[config.mk]
export PLATFORM = sky130hd
export DESIGN_NAME = pipelined_mac_with_loop_reset_flat
export DESIGN_NICKNAME = d
export VERILOG_FILES = /design/src/hw/rtl/pmlr_pkg.sv /design/src/hw/rtl/pmlr_if.sv /design/src/hw/rtl/pipelined_mac_with_loop_reset.sv /design/src/flat_wrapper.sv
export SDC_FILE = /design/constraint.sdc
export NUM_CORES = 2
export LEC_CHECK = 0
export BUFFER_PORTS_ARGS = -buffer_cell sky130_fd_sc_hd__buf_2
export CORE_ASPECT_RATIO = 1.4
export CORE_MARGIN = 3
export CORE_UTILIZATION = 52
export CTS_BUF_LIST = sky130_fd_sc_hd__clkbuf_2
export DETAILED_ROUTE_END_ITERATION = 6
export GPL_ROUTABILITY_DRIVEN = 0
export PLACE_DENSITY_LB_ADDON = 0.05
export SLEW_MARGIN = 20
export SYNTH_ARGS = -nofsm -noshare
export SYNTH_HDL_FRONTEND = slang
export SYNTH_SLANG_ARGS = --single-unit
[constraint.sdc]
create_clock -name clk -period 12.1 [get_ports clk]
set_input_delay 3.025 -clock clk [delete_from_list [all_inputs] [get_ports clk]]
set_output_delay 3.025 -clock clk [all_outputs]
set_load 0.01 [all_outputs]
[src/hw/rtl/pmlr_pkg.sv]
// ----------------------------------------------------------------------------
// pmlr_pkg
// Shared widths, register indexes and stage types of the looped MAC unit.
// ----------------------------------------------------------------------------
package pmlr_pkg;

  localparam int OPERAND_W  = 32;
  localparam int RESULT_W   = 32;
  localparam int COUNT_W    = 10;
  localparam int ADDR_W     = 32;
  localparam int SHIFT_W    = 6;
  localparam int STEP_W     = 11;
  localparam int EXT_W      = 64;
  localparam int CFG_IDX_W  = 3;
  localparam int CFG_DATA_W = 11;

  localparam logic [CFG_IDX_W-1:0] CFG_SUBTRACT_MODE   = 3'd0;
  localparam logic [CFG_IDX_W-1:0] CFG_ITERATION_COUNT = 3'd1;
  localparam logic [CFG_IDX_W-1:0] CFG_PERIOD          = 3'd2;
  localparam logic [CFG_IDX_W-1:0] CFG_START_DELAY     = 3'd3;
  localparam logic [CFG_IDX_W-1:0] CFG_RESULT_SHIFT    = 3'd4;
  localparam logic [CFG_IDX_W-1:0] CFG_ADDRESS_STEP    = 3'd5;

  localparam logic        CMD_TICK  = 1'b0;
  localparam logic        CMD_START = 1'b1;

  typedef enum logic [1:0] {
    KIND_START,
    KIND_WAIT,
    KIND_CALC
  } pmlr_kind_t;

  typedef struct packed {
    pmlr_kind_t kind;
    logic       zero_addr;
    logic       finished;
  } pmlr_ctl_t;

endpackage

[src/hw/rtl/pmlr_if.sv]
// ----------------------------------------------------------------------------
// pmlr_if
// Valid/ready channels of the looped MAC unit: input, result, configuration.
// ----------------------------------------------------------------------------
interface pmlr_in_if import pmlr_pkg::*; ();
  logic                        valid;
  logic                        ready;
  logic                        command;
  logic signed [OPERAND_W-1:0] operand_a;
  logic signed [OPERAND_W-1:0] operand_b;

  modport source (output valid, command, operand_a, operand_b, input ready);
  modport sink (input valid, command, operand_a, operand_b, output ready);
endinterface

interface pmlr_out_if import pmlr_pkg::*; ();
  logic                       valid;
  logic                       ready;
  logic signed [RESULT_W-1:0] result;
  logic                       result_written;
  logic                       finished;

  modport source (output valid, result, result_written, finished, input ready);
  modport sink (input valid, result, result_written, finished, output ready);
endinterface

interface pmlr_cfg_if import pmlr_pkg::*; ();
  logic                  valid;
  logic                  ready;
  logic [CFG_IDX_W-1:0]  index;
  logic [CFG_DATA_W-1:0] data;

  modport source (output valid, index, data, input ready);
  modport sink (input valid, index, data, output ready);
endinterface

[src/hw/rtl/pipelined_mac_with_loop_reset.sv]
// ----------------------------------------------------------------------------
// pipelined_mac_with_loop_reset
// Signed multiply-accumulate unit driven by a two-level loop address
// generator, with a start delay and a result latency pipe.
//
// Usage: in_ch carries one beat per command. A start beat clears the loop
// counters, the done flag and the latency pipe, latches the period and loads
// the start delay. A tick beat either counts the delay down or steps the
// address generator and accumulates operand_a * operand_b, or subtracts it
// in subtract mode (restarting the accumulator when the generated address
// is zero). Every input beat yields exactly one out_ch beat carrying the
// pipe end, a written flag and the done flag. cfg_ch writes one register
// per beat and is always ready; write it only while no beat is in flight.
// Path: an accepted beat passes the input stage and the result register to out_ch.
// Throughput: one beat per cycle unless out_ch stalls; the multiplier is
// registered before the 64-bit accumulate; the loop counters update at accept.
// Reset: rst_n clears all but prod_r and the out_ch data; address_step resets to 1.
// Stall: while out_ch is held, the result register holds and one more beat
// is taken into the input stage if it is empty, then in_ch.ready drops.
// ----------------------------------------------------------------------------
module pipelined_mac_with_loop_reset import pmlr_pkg::*; #(
  parameter int LATENCY    = 3,
  parameter int DATA_WIDTH = 32,
  parameter int ACC_WIDTH  = 64
) (
  input  logic            clk,
  input  logic            rst_n,
  pmlr_in_if.sink         in_ch,
  pmlr_out_if.source      out_ch,
  pmlr_cfg_if.sink        cfg_ch
);

  // configuration registers
  logic                     sub_mode_r;
  logic [COUNT_W-1:0]       iter_count_r;
  logic [COUNT_W-1:0]       period_r;
  logic [COUNT_W-1:0]       start_delay_r;
  logic [SHIFT_W-1:0]       shift_r;
  logic signed [STEP_W-1:0] step_r;

  // loop state
  logic [COUNT_W-1:0] delay_left_r, delay_left_nxt;
  logic [COUNT_W-1:0] inner_r, inner_nxt;
  logic [COUNT_W-1:0] outer_r, outer_nxt;
  logic [COUNT_W-1:0] duty_r, duty_nxt;
  logic [COUNT_W-1:0] lat_period_r, lat_period_nxt;
  logic [ADDR_W-1:0]  next_addr_r, next_addr_nxt;
  logic [ADDR_W-1:0]  held_addr_r, held_addr_nxt;
  logic               done_r, done_nxt;

  // input stage
  logic                        s1_valid_r;
  pmlr_ctl_t                   s1_ctl_r, s1_ctl_nxt;
  logic signed [ACC_WIDTH-1:0] prod_r;

  logic signed [DATA_WIDTH-1:0]   op_a, op_b;
  logic signed [2*DATA_WIDTH-1:0] prod_full;
  logic signed [EXT_W-1:0]        prod_ext;

  // result stage
  logic signed [ACC_WIDTH-1:0] acc_r, acc_nxt, acc_base;
  logic signed [EXT_W-1:0]     acc_ext, acc_shifted;
  logic [RESULT_W-1:0]         calc_val;
  logic [RESULT_W-1:0]         pipe_r [LATENCY];
  logic [RESULT_W-1:0]         pipe_nxt [LATENCY];
  logic                        out_valid_r;
  logic [RESULT_W-1:0]         out_result_r, out_result_nxt;
  logic                        out_written_r, out_written_nxt;
  logic                        out_finished_r;

  logic in_fire, out_free, s2_fire;

  assign out_free     = !out_valid_r || out_ch.ready;
  assign in_ch.ready  = !s1_valid_r || out_free;
  assign in_fire      = in_ch.valid && in_ch.ready;
  assign s2_fire      = s1_valid_r && out_free;
  assign cfg_ch.ready = 1'b1;

  assign out_ch.valid          = out_valid_r;
  assign out_ch.result         = out_result_r;
  assign out_ch.result_written = out_written_r;
  assign out_ch.finished       = out_finished_r;

  // configuration port
  always_ff @(posedge clk) begin
    if (!rst_n) begin
      sub_mode_r    <= 1'b0;
      iter_count_r  <= '0;
      period_r      <= '0;
      start_delay_r <= '0;
      shift_r       <= '0;
      step_r        <= STEP_W'(1);
    end else if (cfg_ch.valid && cfg_ch.ready) begin
      unique case (cfg_ch.index)
        CFG_SUBTRACT_MODE:   sub_mode_r    <= cfg_ch.data[0];
        CFG_ITERATION_COUNT: iter_count_r  <= cfg_ch.data[COUNT_W-1:0];
        CFG_PERIOD:          period_r      <= cfg_ch.data[COUNT_W-1:0];
        CFG_START_DELAY:     start_delay_r <= cfg_ch.data[COUNT_W-1:0];
        CFG_RESULT_SHIFT:    shift_r       <= cfg_ch.data[SHIFT_W-1:0];
        CFG_ADDRESS_STEP:    step_r        <= cfg_ch.data[STEP_W-1:0];
        default: ;
      endcase
    end
  end

  // loop address generator and command decode
  always_comb begin
    delay_left_nxt = delay_left_r;
    inner_nxt      = inner_r;
    outer_nxt      = outer_r;
    duty_nxt       = duty_r;
    lat_period_nxt = lat_period_r;
    next_addr_nxt  = next_addr_r;
    held_addr_nxt  = held_addr_r;
    done_nxt       = done_r;
    s1_ctl_nxt.kind = KIND_WAIT;

    if (in_ch.command == CMD_START) begin
      s1_ctl_nxt.kind = KIND_START;
      delay_left_nxt  = start_delay_r;
      inner_nxt       = '0;
      outer_nxt       = '0;
      duty_nxt        = '0;
      next_addr_nxt   = '0;
      lat_period_nxt  = period_r;
      done_nxt        = 1'b0;
    end else if (delay_left_r != '0) begin
      delay_left_nxt = delay_left_r - 1'b1;
    end else begin
      s1_ctl_nxt.kind = KIND_CALC;
      if (outer_r < iter_count_r) begin
        if (inner_nxt < period_r) begin
          inner_nxt = inner_nxt + 1'b1;
          if (duty_nxt < lat_period_r) begin
            held_addr_nxt = next_addr_nxt;
            duty_nxt      = duty_nxt + 1'b1;
            next_addr_nxt = next_addr_nxt + ADDR_W'(step_r);
          end
        end
        if (inner_nxt == period_r) begin
          inner_nxt     = '0;
          duty_nxt      = '0;
          outer_nxt     = outer_nxt + 1'b1;
          next_addr_nxt = next_addr_nxt - ADDR_W'(lat_period_r);
        end
      end
      if (outer_nxt == iter_count_r) begin
        outer_nxt = '0;
        done_nxt  = 1'b1;
      end
    end

    s1_ctl_nxt.zero_addr = (held_addr_nxt == '0);
    s1_ctl_nxt.finished  = done_nxt;
  end

  assign op_a      = in_ch.operand_a[DATA_WIDTH-1:0];
  assign op_b      = in_ch.operand_b[DATA_WIDTH-1:0];
  assign prod_full = op_a * op_b;
  assign prod_ext  = EXT_W'(prod_full);

  always_ff @(posedge clk) begin
    if (!rst_n) begin
      delay_left_r <= '0;
      inner_r      <= '0;
      outer_r      <= '0;
      duty_r       <= '0;
      lat_period_r <= '0;
      next_addr_r  <= '0;
      held_addr_r  <= '0;
      done_r       <= 1'b0;
      s1_valid_r   <= 1'b0;
      s1_ctl_r     <= '{kind: KIND_WAIT, zero_addr: 1'b0, finished: 1'b0};
    end else begin
      if (in_ch.ready) begin
        s1_valid_r <= in_ch.valid;
      end
      if (in_fire) begin
        delay_left_r <= delay_left_nxt;
        inner_r      <= inner_nxt;
        outer_r      <= outer_nxt;
        duty_r       <= duty_nxt;
        lat_period_r <= lat_period_nxt;
        next_addr_r  <= next_addr_nxt;
        held_addr_r  <= held_addr_nxt;
        done_r       <= done_nxt;
        s1_ctl_r     <= s1_ctl_nxt;
      end
    end
  end

  always_ff @(posedge clk) begin
    if (in_fire) begin
      prod_r <= prod_ext[ACC_WIDTH-1:0];
    end
  end

  // accumulate, scale and latency pipe
  always_comb begin
    acc_base    = s1_ctl_r.zero_addr ? '0 : acc_r;
    acc_nxt     = sub_mode_r ? (acc_base - prod_r) : (acc_base + prod_r);
    acc_ext     = EXT_W'(acc_nxt);
    acc_shifted = acc_ext >>> shift_r;
    calc_val    = RESULT_W'(signed'(acc_shifted[DATA_WIDTH-1:0]));

    pipe_nxt        = pipe_r;
    out_result_nxt  = '0;
    out_written_nxt = 1'b0;
    unique case (s1_ctl_r.kind)
      KIND_START: begin
        for (int i = 0; i < LATENCY; i++) begin
          pipe_nxt[i] = '0;
        end
      end
      KIND_WAIT: ;
      KIND_CALC: begin
        for (int i = LATENCY - 1; i > 0; i--) begin
          pipe_nxt[i] = pipe_r[i-1];
        end
        pipe_nxt[0]     = calc_val;
        out_result_nxt  = pipe_nxt[LATENCY-1];
        out_written_nxt = 1'b1;
      end
      default: ;
    endcase
  end

  always_ff @(posedge clk) begin
    if (!rst_n) begin
      acc_r       <= '0;
      out_valid_r <= 1'b0;
      for (int i = 0; i < LATENCY; i++) begin
        pipe_r[i] <= '0;
      end
    end else begin
      if (s2_fire) begin
        out_valid_r <= 1'b1;
        pipe_r      <= pipe_nxt;
        if (s1_ctl_r.kind == KIND_CALC) begin
          acc_r <= acc_nxt;
        end
      end else if (out_ch.ready) begin
        out_valid_r <= 1'b0;
      end
    end
  end

  always_ff @(posedge clk) begin
    if (s2_fire) begin
      out_result_r   <= out_result_nxt;
      out_written_r  <= out_written_nxt;
      out_finished_r <= s1_ctl_r.finished;
    end
  end

endmodule

[src/flat_wrapper.sv]
// flat-port wrapper written by rule: the top's interface ports become plain ports
module pipelined_mac_with_loop_reset_flat import pmlr_pkg::*;
#(
  parameter int LATENCY    = 3,
  parameter int DATA_WIDTH = 32,
  parameter int ACC_WIDTH  = 64
)
  (clk, rst_n, in_ch_valid, in_ch_command, in_ch_operand_a, in_ch_operand_b, in_ch_ready, out_ch_valid, out_ch_result, out_ch_result_written, out_ch_finished, out_ch_ready, cfg_ch_valid, cfg_ch_index, cfg_ch_data, cfg_ch_ready);
  pmlr_in_if in_ch_i ();
  pmlr_out_if out_ch_i ();
  pmlr_cfg_if cfg_ch_i ();
  input  logic clk;
  input  logic rst_n;
  input wire logic [$bits(in_ch_i.valid)-1:0] in_ch_valid;
  input wire logic [$bits(in_ch_i.command)-1:0] in_ch_command;
  input wire logic [$bits(in_ch_i.operand_a)-1:0] in_ch_operand_a;
  input wire logic [$bits(in_ch_i.operand_b)-1:0] in_ch_operand_b;
  output wire logic [$bits(in_ch_i.ready)-1:0] in_ch_ready;
  output wire logic [$bits(out_ch_i.valid)-1:0] out_ch_valid;
  output wire logic [$bits(out_ch_i.result)-1:0] out_ch_result;
  output wire logic [$bits(out_ch_i.result_written)-1:0] out_ch_result_written;
  output wire logic [$bits(out_ch_i.finished)-1:0] out_ch_finished;
  input wire logic [$bits(out_ch_i.ready)-1:0] out_ch_ready;
  input wire logic [$bits(cfg_ch_i.valid)-1:0] cfg_ch_valid;
  input wire logic [$bits(cfg_ch_i.index)-1:0] cfg_ch_index;
  input wire logic [$bits(cfg_ch_i.data)-1:0] cfg_ch_data;
  output wire logic [$bits(cfg_ch_i.ready)-1:0] cfg_ch_ready;
  assign in_ch_i.valid = in_ch_valid;
  assign in_ch_i.command = in_ch_command;
  assign in_ch_i.operand_a = in_ch_operand_a;
  assign in_ch_i.operand_b = in_ch_operand_b;
  assign in_ch_ready = in_ch_i.ready;
  assign out_ch_valid = out_ch_i.valid;
  assign out_ch_result = out_ch_i.result;
  assign out_ch_result_written = out_ch_i.result_written;
  assign out_ch_finished = out_ch_i.finished;
  assign out_ch_i.ready = out_ch_ready;
  assign cfg_ch_i.valid = cfg_ch_valid;
  assign cfg_ch_i.index = cfg_ch_index;
  assign cfg_ch_i.data = cfg_ch_data;
  assign cfg_ch_ready = cfg_ch_i.ready;
  pipelined_mac_with_loop_reset #(.LATENCY(LATENCY), .DATA_WIDTH(DATA_WIDTH), .ACC_WIDTH(ACC_WIDTH)) u_core (.clk(clk), .rst_n(rst_n), .in_ch(in_ch_i), .out_ch(out_ch_i), .cfg_ch(cfg_ch_i));
endmodule
==> out/results.ini <==
[sta]
setup_viol=0
fin_tns_setup_ns=0
tightestPinTransition_ns=1.38
slew_viol_final=0
slew_headroom_pct=7.70
fmax_mhz=95.6
period_needed_ns=10.46
rsz0062_at_grt=no
final-hold-violation-count=0
fin_crit_sh_pct=86.5
skew_ns=0.204

[final_layout]
multi_input_area_um2=52200
area_growth_pct=3.65
fill_cells=11923
nets=9169
ff_latch_area_um2=8880
drive_above_1_share_pct=6.12

[floorplanning]
die_y_um=429
die_area_um2=132000
rows=154
io_pins=121
core_um2=127000
die_w_um=308
start_util_pct=52.6

[clock_tree]
clkLatencyLatePin_ns=1.37
clock-sinks=394
post_cts_resized=0
cts_setup_buffers=0
cts_max_level=3
hold_buffers=0
cts_tree=done
cts_buffers=92
cts_max_path_buffers=3
cts.clk_slew.worst_paths_ns=0.12
cts-root-buf=clkbuf_2

[critical_path]
crit_arrival_ns=11.56
required_ns=13.20
crit_family=adder cells
cp_slowest_cell=buf_2
critPathLaunch=in_ch_operand_b[2]
crit_top_cell=fa_1
worst-path-max-fanout=32
start_kind=input pin
cp-end-kind=register
cp_slowest_stage_delay_ns=0.68
worstSetupPathType=in2reg
reg2reg_from=u_core.prod_r[0]$_DFFE_PP_
cp_num_buf_inv=3

[status]
status=complete, but fails checks
violations=DRC

[route]
via_count=56307
wl_per_cell_um=22.9
ant_nets=0
firstDrtPassIters=7
drtIter0Drc=4382
vias_per_cell=5.99
wl_um=216000
drc=7

[synth]
async_flop_share_pct=0
syn_avg_cell_area_um2=8.50
synth_edf_count=98
synth_most_common_cell=nand2_1
yosysSeqAreaShare_pct=13.3
synthTopCellsByCount=1111 x nand2_1, 1085 x fa_1, 1021 x inv_1
synth_top_area_share_pct=32.6
synthTopCellsByArea=fa_1 33%, dfxtp_1 8.9%, nand2_1 6.3%
syn_inst=7835
ys_ff_latch=394
ys_types=111
syn-num-nets=9324
synth_area_um2=66600
ys_warn_count=0
ys.flop_type=dfxtp_1
yosysTopAreaCell=fa_1

[hold_path]
holdCritStartpoint=u_core.pipe_r[88]$_SDFFE_PN0P_
hold_class=reg2reg

[grt]
antenna_found_initial=10
grt_max_degree=166
grt_overflow=0
grt_pass1_vias=58352
grt_pass1_wl_um=335000
grt_usage_pct=32.7

[job]
cap_viol_max_count=0

[placed_design]
dpl.hpwl_um=167000
io_buffers=119

## through the flow
stage	hold WS (ns)	setup WS, ns	instance area, µm²	utilization, %	std cells
after floorplan	0.408	1.71	66600	-	7835
after global placement	0.414	0.602	68200	53.9	9224
after detailed placement	0.426	0.506	68200	53.9	9224
after CTS	0.356	2.03	69000	54.5	9388
after global routing	0.433	1.44	69000	54.5	9394
final	0.370	1.64	69000	54.5	9400
## metal layers
metal	GRT usage [%]	routed length, µm	vias to the layer above
met5	0	30	-
met3	4.32	13100	644
li1	-	-	25334
met1	38.1	79500	28106
met4	17.8	13700	4
met2	58.1	109000	2219
## worst reg2reg max path: stages (launching register included)
cell and delay (ns):
edfxtp_1 0.53, inv_1 0.10, ha_1 0.19, nand3b_1 0.15, nor4_1 0.89, and4b_1 0.44, nor2b_1 0.43, and2_1 0.32
a21o_1 0.22, o21a_1 0.31, o21ai_0 0.17, xnor2_1 0.18, ha_1 0.46, nand4_1 0.25, or2_2 0.40, a2111oi_0 0.73
buf_4 0.24, o31ai_1 0.06, o211ai_1 0.37, o22ai_1 0.23, o21ai_0 0.22, o211a_1 0.38, nor2_1 0.09, a221oi_1 0.88
a32o_1 0.29
## state kept, by name (all words and copies together), names as in the netlist, 11 cells and up
register,count
u_core.step_r,11
u_core.out_ch.result,32
u_core.next_addr_r,32
u_core.acc_r,64
u_core.prod_r,64
u_core.held_addr_r,32
u_core.pipe_r,64
## path summary, 6_finish.rpt
path	endpoint	slack [ns]	cells after the start
setup / recovery	u_core.prod_r[62]$_DFFE_PP_	1.64	25
hold / removal	u_core.pipe_r[56]$_SDFFE_PN0P_	0.37	2
setup reg to reg	u_core.pipe_r[75]$_SDFFE_PN0P_	3.49	24
hold reg to reg	u_core.pipe_r[56]$_SDFFE_PN0P_	0.37	2
## logic make-up after synthesis
family | Yosys count | share of synthesized area (%)
AOI/OAI and AO/OA | 1349 | 13.1
buffers and inverters | 1475 | 8.39
DFF | 394 | 13.3
muxes | 140 | 2.60
adders and majority gates | 1405 | 38.6
other | 1 | 0.00563
xor gates and xnor gates | 261 | 3.44
and+or+nand+nor | 2810 | 20.5
## placed cells by master (no fill, tap or decap), types with 40 or more instances in the layout
master | netlist | final
nand2_1 | 1111 | 1110
fa_1 | 1085 | 1085
inv_1 | 1021 | 1017
and2_1 | 580 | 579
a21oi_1 | 490 | 490
nor2_1 | 404 | 401
ha_1 | 320 | 320
dfxtp_1 | 296 | 290
o21ai_0 | 203 | 203
xnor2_1 | 176 | 176
nor3_1 | 144 | 144
clkbuf_2 | 0 | 131
nand3_1 | 119 | 119
buf_2 | 22 | 119
nor2b_1 | 100 | 98
edfxtp_1 | 98 | 98
mux2i_1 | 92 | 92
a21o_1 | 84 | 84
xor2_1 | 84 | 84
buf_4 | 4 | 82
a211oi_1 | 74 | 74
nand4_1 | 61 | 61
and3_1 | 53 | 53
nor4_1 | 52 | 52
nand2b_1 | 47 | 47
a31oi_1 | 43 | 43
o21a_1 | 42 | 42
or3_1 | 40 | 40
## area by class of cell
cell class	instances	area share (%)
multi-input cells	5966	75.6
flip-flops and latches	394	12.9
inverters	1023	5.57
well taps	1638	2.97
repair buffers	203	1.81
clock buffers	131	0.950
clock inverters	33	0.210
diodes	12	0.0435
Power is not shown: default switching activity piles up to over one toggle a cycle in this logic, so the estimate is an artifact.
